## src/sv/firmware_download_receiver_unit_defines.svh

```systemverilog
// ---------------------------------------------------------------------------
// firmware download receiver: assertion macros
// concurrent checks, empty when built for synthesis
// ---------------------------------------------------------------------------
`ifndef FIRMWARE_DOWNLOAD_RECEIVER_UNIT_DEFINES_SVH
`define FIRMWARE_DOWNLOAD_RECEIVER_UNIT_DEFINES_SVH

`ifndef SYNTHESIS

// same-cycle implication
`define FDR_ASSERT_IMPLIES(label, clk, rstn, ante, cons, msg) \
    label: assert property (@(posedge clk) disable iff (!(rstn)) (ante) |-> (cons)) \
        else $error(msg);

// next-cycle implication
`define FDR_ASSERT_NEXT(label, clk, rstn, ante, cons, msg) \
    label: assert property (@(posedge clk) disable iff (!(rstn)) (ante) |=> (cons)) \
        else $error(msg);

`else

`define FDR_ASSERT_IMPLIES(label, clk, rstn, ante, cons, msg)
`define FDR_ASSERT_NEXT(label, clk, rstn, ante, cons, msg)

`endif

`endif

```

## src/sv/fdr_pkg.sv

```systemverilog
// ---------------------------------------------------------------------------
// fdr_pkg
// shared types, codes and the byte-wide crc-32 update
// ---------------------------------------------------------------------------
package fdr_pkg;

    localparam int FDR_QUEUE_DEPTH = 4;

    localparam int FDR_S_TDATA_W = 168;
    localparam int FDR_S_TUSER_W = 2;
    localparam int FDR_M_TDATA_W = 112;
    localparam int FDR_CFG_ADDR_W = 2;
    localparam int FDR_CFG_DATA_W = 32;

    localparam logic [31:0] FDR_MAGIC_WORD = 32'h4657_504B;
    localparam logic [31:0] FDR_CRC_POLY   = 32'hEDB8_8320;
    localparam logic [31:0] FDR_CRC_INIT   = 32'hFFFF_FFFF;

    // item kinds
    localparam logic [1:0] KIND_HEADER = 2'd0;
    localparam logic [1:0] KIND_CHUNK  = 2'd1;
    localparam logic [1:0] KIND_DATA   = 2'd2;
    localparam logic [1:0] KIND_VERIFY = 2'd3;

    // receiver modes
    localparam logic [1:0] MODE_IDLE        = 2'd0;
    localparam logic [1:0] MODE_DOWNLOADING = 2'd1;
    localparam logic [1:0] MODE_READY       = 2'd2;
    localparam logic [1:0] MODE_ERROR       = 2'd3;

    // register indexes
    localparam logic [1:0] CFG_DEV_ID      = 2'd0;
    localparam logic [1:0] CFG_BACKUP_BASE = 2'd1;
    localparam logic [1:0] CFG_BACKUP_SIZE = 2'd2;

    localparam logic [15:0] CFG_DEV_ID_RST      = 16'h0001;
    localparam logic [31:0] CFG_BACKUP_BASE_RST = 32'h0803_8000;
    localparam logic [31:0] CFG_BACKUP_SIZE_RST = 32'd1024;

    // input transfer payload, first member in the highest bits
    typedef struct packed {
        logic [7:0]  data_byte;
        logic [15:0] chunk_length;
        logic [31:0] chunk_offset;
        logic [31:0] hdr_checksum;
        logic [31:0] header_image_size;
        logic [15:0] header_device;
        logic [31:0] header_magic;
    } in_fields_t;

    // classified command handed from front to back
    typedef struct packed {
        logic [1:0]  kind;
        logic        header_ok;
        logic [31:0] image_size;
        logic [31:0] hdr_checksum;
        logic [32:0] chunk_end;
        logic        area_ok;
        logic [15:0] chunk_length;
        logic [31:0] chunk_address;
        logic [7:0]  data_byte;
    } cmd_t;

    // result transfer payload, status in the lowest bits
    typedef struct packed {
        logic [31:0] computed_crc;
        logic [31:0] received_count;
        logic [7:0]  flash_data;
        logic [31:0] flash_address;
        logic        flash_write;
        logic        erase_request;
        logic        accepted;
        logic [1:0]  status;
    } res_t;

    // reflected crc-32, one byte
    function automatic logic [31:0] fdr_crc_byte(input logic [31:0] crc,
                                                 input logic [7:0]  data);
        logic [31:0] c;
        c = crc ^ {24'd0, data};
        for (int k = 0; k < 8; k++) begin
            c = c[0] ? ((c >> 1) ^ FDR_CRC_POLY) : (c >> 1);
        end
        return c;
    endfunction

endpackage

```

## src/sv/firmware_download_receiver_unit.sv

```systemverilog
// ---------------------------------------------------------------------------
// firmware_download_receiver_unit
// firmware image receiver with crc-32 check and flash write generation
//
//   channel  dir  handshake           payload
//   s_       in   s_tvalid/s_tready   s_tdata (image fields), s_tuser (kind)
//   m_       out  m_tvalid/m_tready   m_tdata (result fields)
//   cfg_     in   cfg_we              cfg_addr, cfg_wdata
//
// one item per cycle sustained while m_tready is high; a result is presented after its
// input transfer passes the queue write and then the result register
// the back end state update with its byte-wide crc network sets the rate
// reset: synchronous, active low, no clearing pass
// the queue lets the input keep taking transfers while m_tready is low
// until QUEUE_DEPTH commands are waiting
// ---------------------------------------------------------------------------
module firmware_download_receiver_unit
    import fdr_pkg::*;
#(
    parameter int QUEUE_DEPTH = FDR_QUEUE_DEPTH
) (
    input  logic                      aclk,
    input  logic                      aresetn,
    input  logic                      s_tvalid,
    output logic                      s_tready,
    // header_magic, header_device, header_image_size, hdr_checksum,
    // chunk_offset, chunk_length, data_byte
    input  logic [FDR_S_TDATA_W-1:0]  s_tdata,
    // kind
    input  logic [FDR_S_TUSER_W-1:0]  s_tuser,
    output logic                      m_tvalid,
    input  logic                      m_tready,
    // status, accepted, erase_request, flash_write, flash_address,
    // flash_data, received_count, computed_crc, zero padding
    output logic [FDR_M_TDATA_W-1:0]  m_tdata,
    input  logic                      cfg_we,
    input  logic [FDR_CFG_ADDR_W-1:0] cfg_addr,
    input  logic [FDR_CFG_DATA_W-1:0] cfg_wdata
);

    logic [15:0] dev_id_reg;
    logic [31:0] backup_base_reg;
    logic [31:0] backup_size_reg;

    logic push;
    logic push_ready;
    cmd_t push_cmd;
    logic pop;
    logic pop_valid;
    cmd_t pop_cmd;

    always_ff @(posedge aclk) begin
        if (!aresetn) begin
            dev_id_reg      <= CFG_DEV_ID_RST;
            backup_base_reg <= CFG_BACKUP_BASE_RST;
            backup_size_reg <= CFG_BACKUP_SIZE_RST;
        end else if (cfg_we) begin
            case (cfg_addr)
                CFG_DEV_ID:      dev_id_reg      <= cfg_wdata[15:0];
                CFG_BACKUP_BASE: backup_base_reg <= cfg_wdata;
                CFG_BACKUP_SIZE: backup_size_reg <= cfg_wdata;
                default: begin
                end
            endcase
        end
    end

    fdr_front u_front (
        .s_tvalid    (s_tvalid),
        .s_tready    (s_tready),
        .s_tdata     (s_tdata),
        .s_tuser     (s_tuser),
        .dev_id      (dev_id_reg),
        .backup_base (backup_base_reg),
        .backup_size (backup_size_reg),
        .queue_ready (push_ready),
        .push_valid  (push),
        .push_cmd    (push_cmd)
    );

    fdr_queue #(
        .DEPTH (QUEUE_DEPTH)
    ) u_queue (
        .aclk       (aclk),
        .aresetn    (aresetn),
        .push       (push),
        .push_cmd   (push_cmd),
        .push_ready (push_ready),
        .pop        (pop),
        .pop_valid  (pop_valid),
        .pop_cmd    (pop_cmd)
    );

    fdr_back u_back (
        .aclk      (aclk),
        .aresetn   (aresetn),
        .cmd_valid (pop_valid),
        .cmd       (pop_cmd),
        .cmd_pop   (pop),
        .m_tvalid  (m_tvalid),
        .m_tready  (m_tready),
        .m_tdata   (m_tdata)
    );

endmodule

```

## src/sv/fdr_front.sv

```systemverilog
// ---------------------------------------------------------------------------
// fdr_front
// accepts input transfers, checks the header and chunk window bounds
// against the configuration and builds a command for the queue
// ---------------------------------------------------------------------------
module fdr_front
    import fdr_pkg::*;
(
    input  logic                     s_tvalid,
    output logic                     s_tready,
    input  logic [FDR_S_TDATA_W-1:0] s_tdata,
    input  logic [FDR_S_TUSER_W-1:0] s_tuser,
    input  logic [15:0]              dev_id,
    input  logic [31:0]              backup_base,
    input  logic [31:0]              backup_size,
    input  logic                     queue_ready,
    output logic                     push_valid,
    output cmd_t                     push_cmd
);

    in_fields_t fields;

    assign fields     = in_fields_t'(s_tdata);
    assign s_tready   = queue_ready;
    assign push_valid = s_tvalid && queue_ready;

    always_comb begin
        push_cmd               = '0;
        push_cmd.kind          = s_tuser;
        push_cmd.header_ok     = (fields.header_magic == FDR_MAGIC_WORD) &&
                                 (fields.header_device == dev_id);
        push_cmd.image_size    = fields.header_image_size;
        push_cmd.hdr_checksum  = fields.hdr_checksum;
        // window end without wrap
        push_cmd.chunk_end     = {1'b0, fields.chunk_offset} + {17'd0, fields.chunk_length};
        push_cmd.area_ok       = (push_cmd.chunk_end <= {1'b0, backup_size});
        push_cmd.chunk_length  = fields.chunk_length;
        push_cmd.chunk_address = backup_base + fields.chunk_offset;
        push_cmd.data_byte     = fields.data_byte;
    end

endmodule

```

## src/sv/fdr_queue.sv

```systemverilog
// ---------------------------------------------------------------------------
// fdr_queue
// short command queue between front and back
// ---------------------------------------------------------------------------
`include "firmware_download_receiver_unit_defines.svh"

module fdr_queue
    import fdr_pkg::*;
#(
    parameter int DEPTH = FDR_QUEUE_DEPTH
) (
    input  logic aclk,
    input  logic aresetn,
    input  logic push,
    input  cmd_t push_cmd,
    output logic push_ready,
    input  logic pop,
    output logic pop_valid,
    output cmd_t pop_cmd
);

    localparam int PTR_W = (DEPTH > 1) ? $clog2(DEPTH) : 1;
    localparam int CNT_W = $clog2(DEPTH + 1);
    localparam logic [PTR_W-1:0] LAST_PTR = PTR_W'(DEPTH - 1);
    localparam logic [CNT_W-1:0] FULL_CNT = CNT_W'(DEPTH);

    cmd_t             mem [DEPTH];
    logic [PTR_W-1:0] wr_ptr_reg, wr_ptr_next;
    logic [PTR_W-1:0] rd_ptr_reg, rd_ptr_next;
    logic [CNT_W-1:0] count_reg, count_next;

    assign push_ready = (count_reg != FULL_CNT);
    assign pop_valid  = (count_reg != '0);
    assign pop_cmd    = mem[rd_ptr_reg];

    always_comb begin
        wr_ptr_next = wr_ptr_reg;
        rd_ptr_next = rd_ptr_reg;
        count_next  = count_reg;
        if (push) begin
            wr_ptr_next = (wr_ptr_reg == LAST_PTR) ? '0 : wr_ptr_reg + 1'b1;
        end
        if (pop) begin
            rd_ptr_next = (rd_ptr_reg == LAST_PTR) ? '0 : rd_ptr_reg + 1'b1;
        end
        if (push && !pop) begin
            count_next = count_reg + 1'b1;
        end else if (pop && !push) begin
            count_next = count_reg - 1'b1;
        end
    end

    always_ff @(posedge aclk) begin
        if (!aresetn) begin
            wr_ptr_reg <= '0;
            rd_ptr_reg <= '0;
            count_reg  <= '0;
        end else begin
            wr_ptr_reg <= wr_ptr_next;
            rd_ptr_reg <= rd_ptr_next;
            count_reg  <= count_next;
        end
    end

    always_ff @(posedge aclk) begin
        if (push) begin
            mem[wr_ptr_reg] <= push_cmd;
        end
    end

    `FDR_ASSERT_IMPLIES(a_no_push_when_full, aclk, aresetn, push, count_reg != FULL_CNT, "push into full queue")
    `FDR_ASSERT_NEXT(a_count_grows, aclk, aresetn, push && !pop, count_reg == $past(count_reg) + 1'b1, "queue count did not grow")

endmodule

```

## src/sv/fdr_back.sv

```systemverilog
// ---------------------------------------------------------------------------
// fdr_back
// download state, crc update and flash write generation, one command per
// cycle into the result register when it is empty or m_tready is high
// ---------------------------------------------------------------------------
`include "firmware_download_receiver_unit_defines.svh"

module fdr_back
    import fdr_pkg::*;
(
    input  logic                     aclk,
    input  logic                     aresetn,
    input  logic                     cmd_valid,
    input  cmd_t                     cmd,
    output logic                     cmd_pop,
    output logic                     m_tvalid,
    input  logic                     m_tready,
    output logic [FDR_M_TDATA_W-1:0] m_tdata
);

    logic [1:0]  mode_reg, mode_next;
    logic [31:0] image_size_reg, image_size_next;
    logic [31:0] expected_crc_reg, expected_crc_next;
    logic [31:0] byte_total_reg, byte_total_next;
    logic [31:0] crc_reg, crc_next;
    logic [15:0] bytes_left_reg, bytes_left_next;
    logic [31:0] next_addr_reg, next_addr_next;

    logic        m_tvalid_reg;
    res_t        res_reg, res_next;
    logic [31:0] crc_fed;

    // result register frees up as soon as its transfer completes
    assign cmd_pop  = cmd_valid && (!m_tvalid_reg || m_tready);
    assign m_tvalid = m_tvalid_reg;
    assign m_tdata  = FDR_M_TDATA_W'(res_reg);
    assign crc_fed  = fdr_crc_byte(crc_reg, cmd.data_byte);

    always_comb begin
        mode_next         = mode_reg;
        image_size_next   = image_size_reg;
        expected_crc_next = expected_crc_reg;
        byte_total_next   = byte_total_reg;
        crc_next          = crc_reg;
        bytes_left_next   = bytes_left_reg;
        next_addr_next    = next_addr_reg;
        res_next          = '0;

        case (cmd.kind)
            KIND_HEADER: begin
                if (cmd.header_ok) begin
                    image_size_next        = cmd.image_size;
                    expected_crc_next      = cmd.hdr_checksum;
                    byte_total_next        = '0;
                    crc_next               = FDR_CRC_INIT;
                    bytes_left_next        = '0;
                    mode_next              = MODE_DOWNLOADING;
                    res_next.erase_request = 1'b1;
                    res_next.accepted      = 1'b1;
                end else begin
                    mode_next = MODE_ERROR;
                end
            end
            KIND_CHUNK: begin
                if (mode_reg == MODE_DOWNLOADING) begin
                    if ((cmd.chunk_end > {1'b0, image_size_reg}) || !cmd.area_ok) begin
                        mode_next       = MODE_ERROR;
                        bytes_left_next = '0;
                    end else begin
                        bytes_left_next   = cmd.chunk_length;
                        next_addr_next    = cmd.chunk_address;
                        res_next.accepted = 1'b1;
                    end
                end
            end
            KIND_DATA: begin
                if ((mode_reg == MODE_DOWNLOADING) && (bytes_left_reg != '0)) begin
                    crc_next               = crc_fed;
                    next_addr_next         = next_addr_reg + 1'b1;
                    bytes_left_next        = bytes_left_reg - 1'b1;
                    byte_total_next        = byte_total_reg + 1'b1;
                    res_next.flash_write   = 1'b1;
                    res_next.flash_address = next_addr_reg;
                    res_next.flash_data    = cmd.data_byte;
                    res_next.accepted      = 1'b1;
                end
            end
            KIND_VERIFY: begin
                if (mode_reg == MODE_DOWNLOADING) begin
                    if (byte_total_reg != image_size_reg) begin
                        mode_next = MODE_ERROR;
                    end else if (~crc_reg != expected_crc_reg) begin
                        mode_next = MODE_ERROR;
                    end else begin
                        mode_next         = MODE_READY;
                        res_next.accepted = 1'b1;
                    end
                end
            end
            default: begin
            end
        endcase

        res_next.status         = mode_next;
        res_next.received_count = byte_total_next;
        res_next.computed_crc   = ~crc_next;
    end

    always_ff @(posedge aclk) begin
        if (!aresetn) begin
            mode_reg         <= MODE_IDLE;
            image_size_reg   <= '0;
            expected_crc_reg <= '0;
            byte_total_reg   <= '0;
            crc_reg          <= FDR_CRC_INIT;
            bytes_left_reg   <= '0;
            next_addr_reg    <= '0;
            m_tvalid_reg     <= 1'b0;
        end else begin
            if (cmd_pop) begin
                mode_reg         <= mode_next;
                image_size_reg   <= image_size_next;
                expected_crc_reg <= expected_crc_next;
                byte_total_reg   <= byte_total_next;
                crc_reg          <= crc_next;
                bytes_left_reg   <= bytes_left_next;
                next_addr_reg    <= next_addr_next;
                m_tvalid_reg     <= 1'b1;
            end else if (m_tready) begin
                m_tvalid_reg <= 1'b0;
            end
        end
    end

    always_ff @(posedge aclk) begin
        if (cmd_pop) begin
            res_reg <= res_next;
        end
    end

    `FDR_ASSERT_NEXT(a_write_only_on_data, aclk, aresetn, cmd_pop && (cmd.kind != KIND_DATA), !res_reg.flash_write, "flash write from a non-data item")
    `FDR_ASSERT_IMPLIES(a_erase_starts_download, aclk, aresetn, m_tvalid_reg && res_reg.erase_request, res_reg.status == MODE_DOWNLOADING, "erase without entering download")

endmodule
```

## config.mk

```make
export PLATFORM = sky130hd
export DESIGN_NAME = firmware_download_receiver_unit
export DESIGN_NICKNAME = d
export VERILOG_FILES = /design/src/sv/fdr_pkg.sv /design/src/sv/firmware_download_receiver_unit.sv /design/src/sv/fdr_front.sv /design/src/sv/fdr_queue.sv /design/src/sv/fdr_back.sv
export VERILOG_INCLUDE_DIRS = /design/src /design/src/sv
export SDC_FILE = /design/constraint.sdc
export NUM_CORES = 2
export LEC_CHECK = 0
export ABC_AREA = 1
export BUFFER_PORTS_ARGS = -buffer_cell sky130_fd_sc_hd__buf_2
export CORE_AREA = 2 2 306 308
export CTS_CLUSTER_SIZE = 25
export DETAILED_ROUTE_END_ITERATION = 8
export DIE_AREA = 0 0 308 310
export PLACE_DENSITY = 0.84
export RECOVER_POWER = 25
export SLEW_MARGIN = 30
export SYNTH_ARGS = -nofsm -noshare
export SYNTH_HDL_FRONTEND = slang
export SYNTH_HIERARCHICAL = 1
export SYNTH_SLANG_ARGS = --single-unit
```

## constraint.sdc

```tcl
create_clock -name aclk -period 6.06 [get_ports aclk]
set_input_delay 0.606 -clock aclk [delete_from_list [all_inputs] [get_ports aclk]]
set_output_delay 0.606 -clock aclk [all_outputs]
set_load 0.02 [all_outputs]
```

==> Word-level counts from Yosys, hierarchy flattened <==
Memory sizes are Yosys's and may differ from the RTL's. A register that Yosys moved wholly into a read port is not among the register bits.
Index checks and enable logic that the tools add are counted.
{ "word_totals": {"regBits": 375, "mem_bits_rw": 628, "in_bits": 209, "output_inout_bits": 114, "wordCells": 138, "memories": 1} }
{ "op_classes": {"add_sub_neg": 9, "n_lt_le_gt_ge": 2, "eq_ne": 17, "muxes": 49, "bitwise": 11, "reduce_logical": 27} }
{ "memory_table": {"columns": ["memory", "depth", "word_bits", "read_ports", "rd_clocked_by_memory_dff", "write_ports", "line", "source"], "rows": [
  ["u_queue.mem", 4, 157, 1, 1, 1, "fdr_queue.sv:27", "cmd_t mem [DEPTH];"]
]} }
{ "ops": {"columns": ["cell", "n"], "rows": [
  ["32-bit two-way mux", 15],
  ["32-bit one-hot mux with 2 select lines", 3],
  ["13-bit inverter with 14-bit output", 8],
  ["32-bit by 1-bit adder with 32-bit output (second input constant)", 2],
  ["16-bit two-way mux", 4],
  ["32-bit != test", 2],
  ["32-bit inverter", 2],
  ["16-bit one-hot mux with 3 select lines", 1],
  ["32-bit by 16-bit adder with 33-bit output", 1],
  ["33-bit by 32-bit > comparator with 1-bit output", 1],
  ["33-bit by 32-bit <= comparator with 1-bit output", 1],
  ["32-bit adder", 1],
  ["32-bit by 31-bit == test with 1-bit output (second input constant)", 1],
  ["32-bit by 8-bit bitwise XOR with 32-bit output", 1],
  ["2-bit two-way mux", 10],
  ["16-bit == test", 1],
  ["16-bit nonzero test", 1],
  ["16-bit by 1-bit subtractor with 16-bit output (second input constant)", 1],
  ["1-bit two-way mux", 12],
  ["2-bit == test (second input constant)", 5],
  ["5-bit AND reduction", 2],
  ["2-bit AND reduction", 4],
  ["2-bit by 1-bit == test with 1-bit output (second input constant)", 3],
  ["1-bit logical AND", 6],
  ["other kinds (15)", 27]
]} }

==> Depth between registers and ports, before layout <==
{ "depth": {"depth_word": 20, "depth_mapped": 26, "mapped_depth_nobuf": 24} }

==> Cells and area by module <==
The synthesis kept the hierarchy.
{ "modules_own_cells": {"columns": ["mod", "n_inst", "cells_each", "area_per_inst_um2", "seq_area_each_um2"], "rows": [
  ["fdr_queue", 1, 1578, 23781.6, 19038.3],
  ["fdr_back", 1, 2181, 16299.4, 6856.6],
  ["fdr_front", 1, 912, 5260.0, 0.0],
  ["firmware_download_receiver_unit", 1, 504, 3273.1, 1601.5]
]} }

==> Worst setup path after synthesis <==
Ideal clock, no wire load.
{ "synth_timing": {"kind": "input -> register", "startpoint": "input m_tready", "endpoint": "register u_queue.count_reg[1]", "setup_ps": 119, "arrival_ps": 5620, "required_ps": 5941, "setup_slack_ps": 321, "cell_stages": 11, "n_path_buf": 1, "cell_sequence": "inv_1 -> nand2_1 -> nand2_1 -> inv_2 -> buf_1 -> inv_1 -> ha_1 -> inv_1 -> fa_1 -> o21ai_0 -> a21oi_1"} }
{ "synth_between": {"elab_chain_cells": 5, "word_cells_on_any_way": 7, "classes_between": "1 x mux; 6 x reduce/logical"} }
{ "synth_lines": {"columns": ["item", "line", "source"], "rows": [
  ["start, declared", "firmware_download_receiver_unit.sv:32", "input logic m_tready,"],
  ["1-bit logical OR", "fdr_back.sv:34", "assign cmd_pop = cmd_valid && (!m_tvalid_reg || m_tready);"],
  ["1-bit logical AND", "fdr_back.sv:34", null],
  ["via pop", "firmware_download_receiver_unit.sv:48", "logic pop;"],
  ["1-bit zero test", "fdr_queue.sv:46", "if (push && !pop) begin"],
  ["1-bit logical AND", "fdr_queue.sv:46", null],
  ["3-bit two-way mux", "fdr_queue.sv:46", null],
  ["via u_queue.count_next[1]", "fdr_queue.sv:30", "logic [CNT_W-1:0] count_reg, count_next;"],
  ["end signal, assigned", "fdr_queue.sv:61", "count_reg <= count_next;"],
  ["end, declared", "fdr_queue.sv:30", null]
]} }
The timed path passes the listed nets, and every way through them passes these cells.
A chain may end at the register's enable or synchronous reset.

==> summary.md <==
| Metric | Value |
|---|---|
| Via density | `5.81` |
| Number of synthesized register bits | `1005` |
| Metal3 WL | `13100 um` |
| Std-Cell Rows | `112` |
| Die height | `310 um` |
| Design area | `53300 um^2` |
| Initial antenna violation count | `9` |
| Vias | `38311` |
| Synth area leaders | `edfxtp_1, dfxtp_1, nand2_1` |
| Avg Cell Area, Syn | `9.39 um^2` |
| Pwr/cell area | `546 nW/um^2` |
| Synth cell count leaders | `nand2_1, edfxtp_1, nor2_1` |
| Synthesized area | `48600 um^2` |
| Chip width | `308 um` |
| HPWL after DPL | `93100 um` |
| GRT Total Usage | `27.7%` |
| CTS root buffer | `clkbuf_16` |
| Tightest Pin Transition | `4.84 ns` |
| CTS H-Tree Depth | `3` |
| Fin. Hold Viols | `0` |
| CP Max Fanout | `103` |
| Die Footprint | `95500 um^2` |
| DP Area | `50100 um^2` |
| Post-Syn Instances | `5175` |
| Routed wire length | `137000 um` |
| Async SR Flop Fraction | `0%` |
| Top layer in use | `met5` |
| VDD IR max | `0.361 mV` |
| Outcome | `finished with violations` |
| DR WL met2 | `64200 um` |
| Hold Crit Depth | `1` |
| Max reg flops | `628` |
| Synth cell types | `69` |
| Max Cap Violations | `1` |
| Slew Limit Fails | `104` |
| RSZ-0062 raised after global routing | `false` |
| Min Tclk post-route | `5.40 ns` |
| Io pins | `323` |
| Largest Register | `u_queue/mem` |
| Clk_skew | `0.0357 ns` |
| Residual DRC | `2` |
| CTS sink count | `1005` |
| Antenna Violating Nets Remaining | `0` |
| Synth top area share | `45.5%` |
| Sequential-to-total area share from yosys stat | `56.6%` |
| DRT Pass-1 Iters | `8` |
| Total grt overflow | `0` |
| First-iteration detailed-routing DRC count | `4930` |
| Fmax | `185 MHz` |
| Yosys warns | `6` |
| Depth of the most critical reg-to-reg path | `19` |
| Initial core utilization | `52.6%` |
| Vias in the first global route | `35206` |
| Util after Layout | `57.6%` |
| Core area | `92500 um^2` |
| CTS max path bufs | `3` |
| Post-CTS Resized | `0` |
| Final net count | `5639` |
| Setup CP Type | `in2reg` |
| Dominant synthesized flop cell | `edfxtp_1` |
| Share of cells above drive strength 1 | `9.37%` |
| Setup WS post-layout | `0.662 ns` |
| Hold WC Path Type | `in2reg` |
| Placer congestion estimate | `0.997` |
| Crit Reg-Reg Endpoint | `u_back/next_addr_reg[21]` |
| Count leader, synth | `nand2_1` |
| Area delta synth->final | `9.60%` |
| Number of synthesized flops with an enable pin | `737` |
| Num CTS Buffers | `100` |
| Worst setup SP type | `input pin` |
| FF-to-FF setup slack | `1.27 ns` |
| CTS tree | `yes` |
| WP data arrival | `5.98 ns` |
| Largest net degree at the start of global routing | `145` |
| Worst hold endpoint | `u_queue/mem[3][117]` |
| Placement Setup Slack | `1.40 ns` |
| First-pass GRT wire length | `204000 um` |
| Setup TNS Final | `0 ns` |
| Worst Hold Launch | `s_tdata[107]` |
| Synth area leader | `edfxtp_1` |
| Worst-Skew Late Latency | `0.71 ns` |
| # Post-CTS Setup Buffers | `0` |
| CTS clk-pin slew, worst paths | `0.06 ns` |
| Violated checks | `DRC, capacitance limit, slew limit` |
| I/O Buffers | `319` |
| Setup Viol. Count Final | `0` |
| Slew HR | `-223%` |
| Req. time, crit path | `6.64 ns` |
| # hold bufs at CTS | `0` |
| Worst Setup End Kind | `register` |
| Leakage | `21.0 nW` |
| Fin crit share | `89.1%` |
| M1 WL | `53900 um` |
| DR WL/cell | `20.7 um` |
[placed cells by master (no fill, tap or decap), drive strengths merged, types with 12 or more instances in the layout]
cell    instances
nor3           38
o21ai         510
clkbuf        238
nor2          693
a21o           12
clkinv         30
or2            15
ha            124
dfxtp         268
nand2         921
o22ai         179
inv           484
o211ai         21
nand4          63
xnor2          43
a21oi         303
edfxtp        737
nand3         232
buf           261
xor2          139
[metrics by stage]
step	instances	hold WS, ns	power, mW
2_1_floorplan	5177	0.429	19.2
3_3_place_gp	6398	0.444	22.2
3_5_place_dp	6398	0.446	22.6
4_1_cts	6588	0.0788	28.8
5_1_grt	6592	0.154	30.6
6_report	6595	0.148	29.1
[area by class of cell]
cell class,count,area [um^2]
Multi-Input combinational cell,3361,17400
Timing Repair Buffer,353,1740
Inverter,482,1850
Clock inverter,44,538
Clock buffer,146,2750
Sequential cell,1005,27500
Fill cell,7640,39200
Antenna cell,7,17.5
Tap cell,1197,1500
[where the power goes]
part | switching, mW | internal (mW)
clock | 2.66 | 3.49
combinational | 8.95 | 3.81
sequential | 1.12 | 9.05
[worst max path at each step]
| stage | depth (start not counted) | start | slack (ns) | endpoint |
|---|---|---|---|---|
| floorplan | 11 | m_tready | 0.32 | u_queue/count_reg[1] |
| global placement | 20 | register | 1.61 | u_back/next_addr_reg[26] |
| detailed placement | 13 | register | 1.40 | u_back/m_tdata[67] |
| CTS | 13 | register | 1.38 | u_back/m_tdata[67] |
| global route | 4 | aresetn | 0.45 | u_back/image_size_reg[19] |
| finish | 4 | aresetn | 0.66 | u_back/image_size_reg[19] |
[cells by family (layout without fill, tap and decap cells)]
group                    count (synthesis)  in the layout  share of synthesized area [%]
AND/OR/NAND/NOR                       1985           1985                           17.0
multiplexers                             2              2                         0.0412
AO/OA/AOI/OAI                         1062           1062                           11.9
other                                    1             10                        0.00771
buffers and inverters                  811           1025                           7.75
XOR/XNOR                               182            182                           3.45
adder cells (fa/ha/maj)                127            127                           3.31
flip-flops                            1005           1005                           56.6
[worst max-delay path, stage by stage]
cell and delay (ns):
clkbuf_2 0.85, clkbuf_1 3.44, o21ai_0 0.65, a21oi_1 0.38
[metal layers]
| layer | vias to the layer above | track usage [%] |
|---|---|---|
| met1 | 18109 | 37.6 |
| li1 | 17764 | - |
| met5 | - | 0 |
| met3 | 289 | 4.18 |
| met4 | 8 | 11.1 |
| met2 | 2141 | 45.0 |
Note: power is estimated with default switching activity, not from simulation.
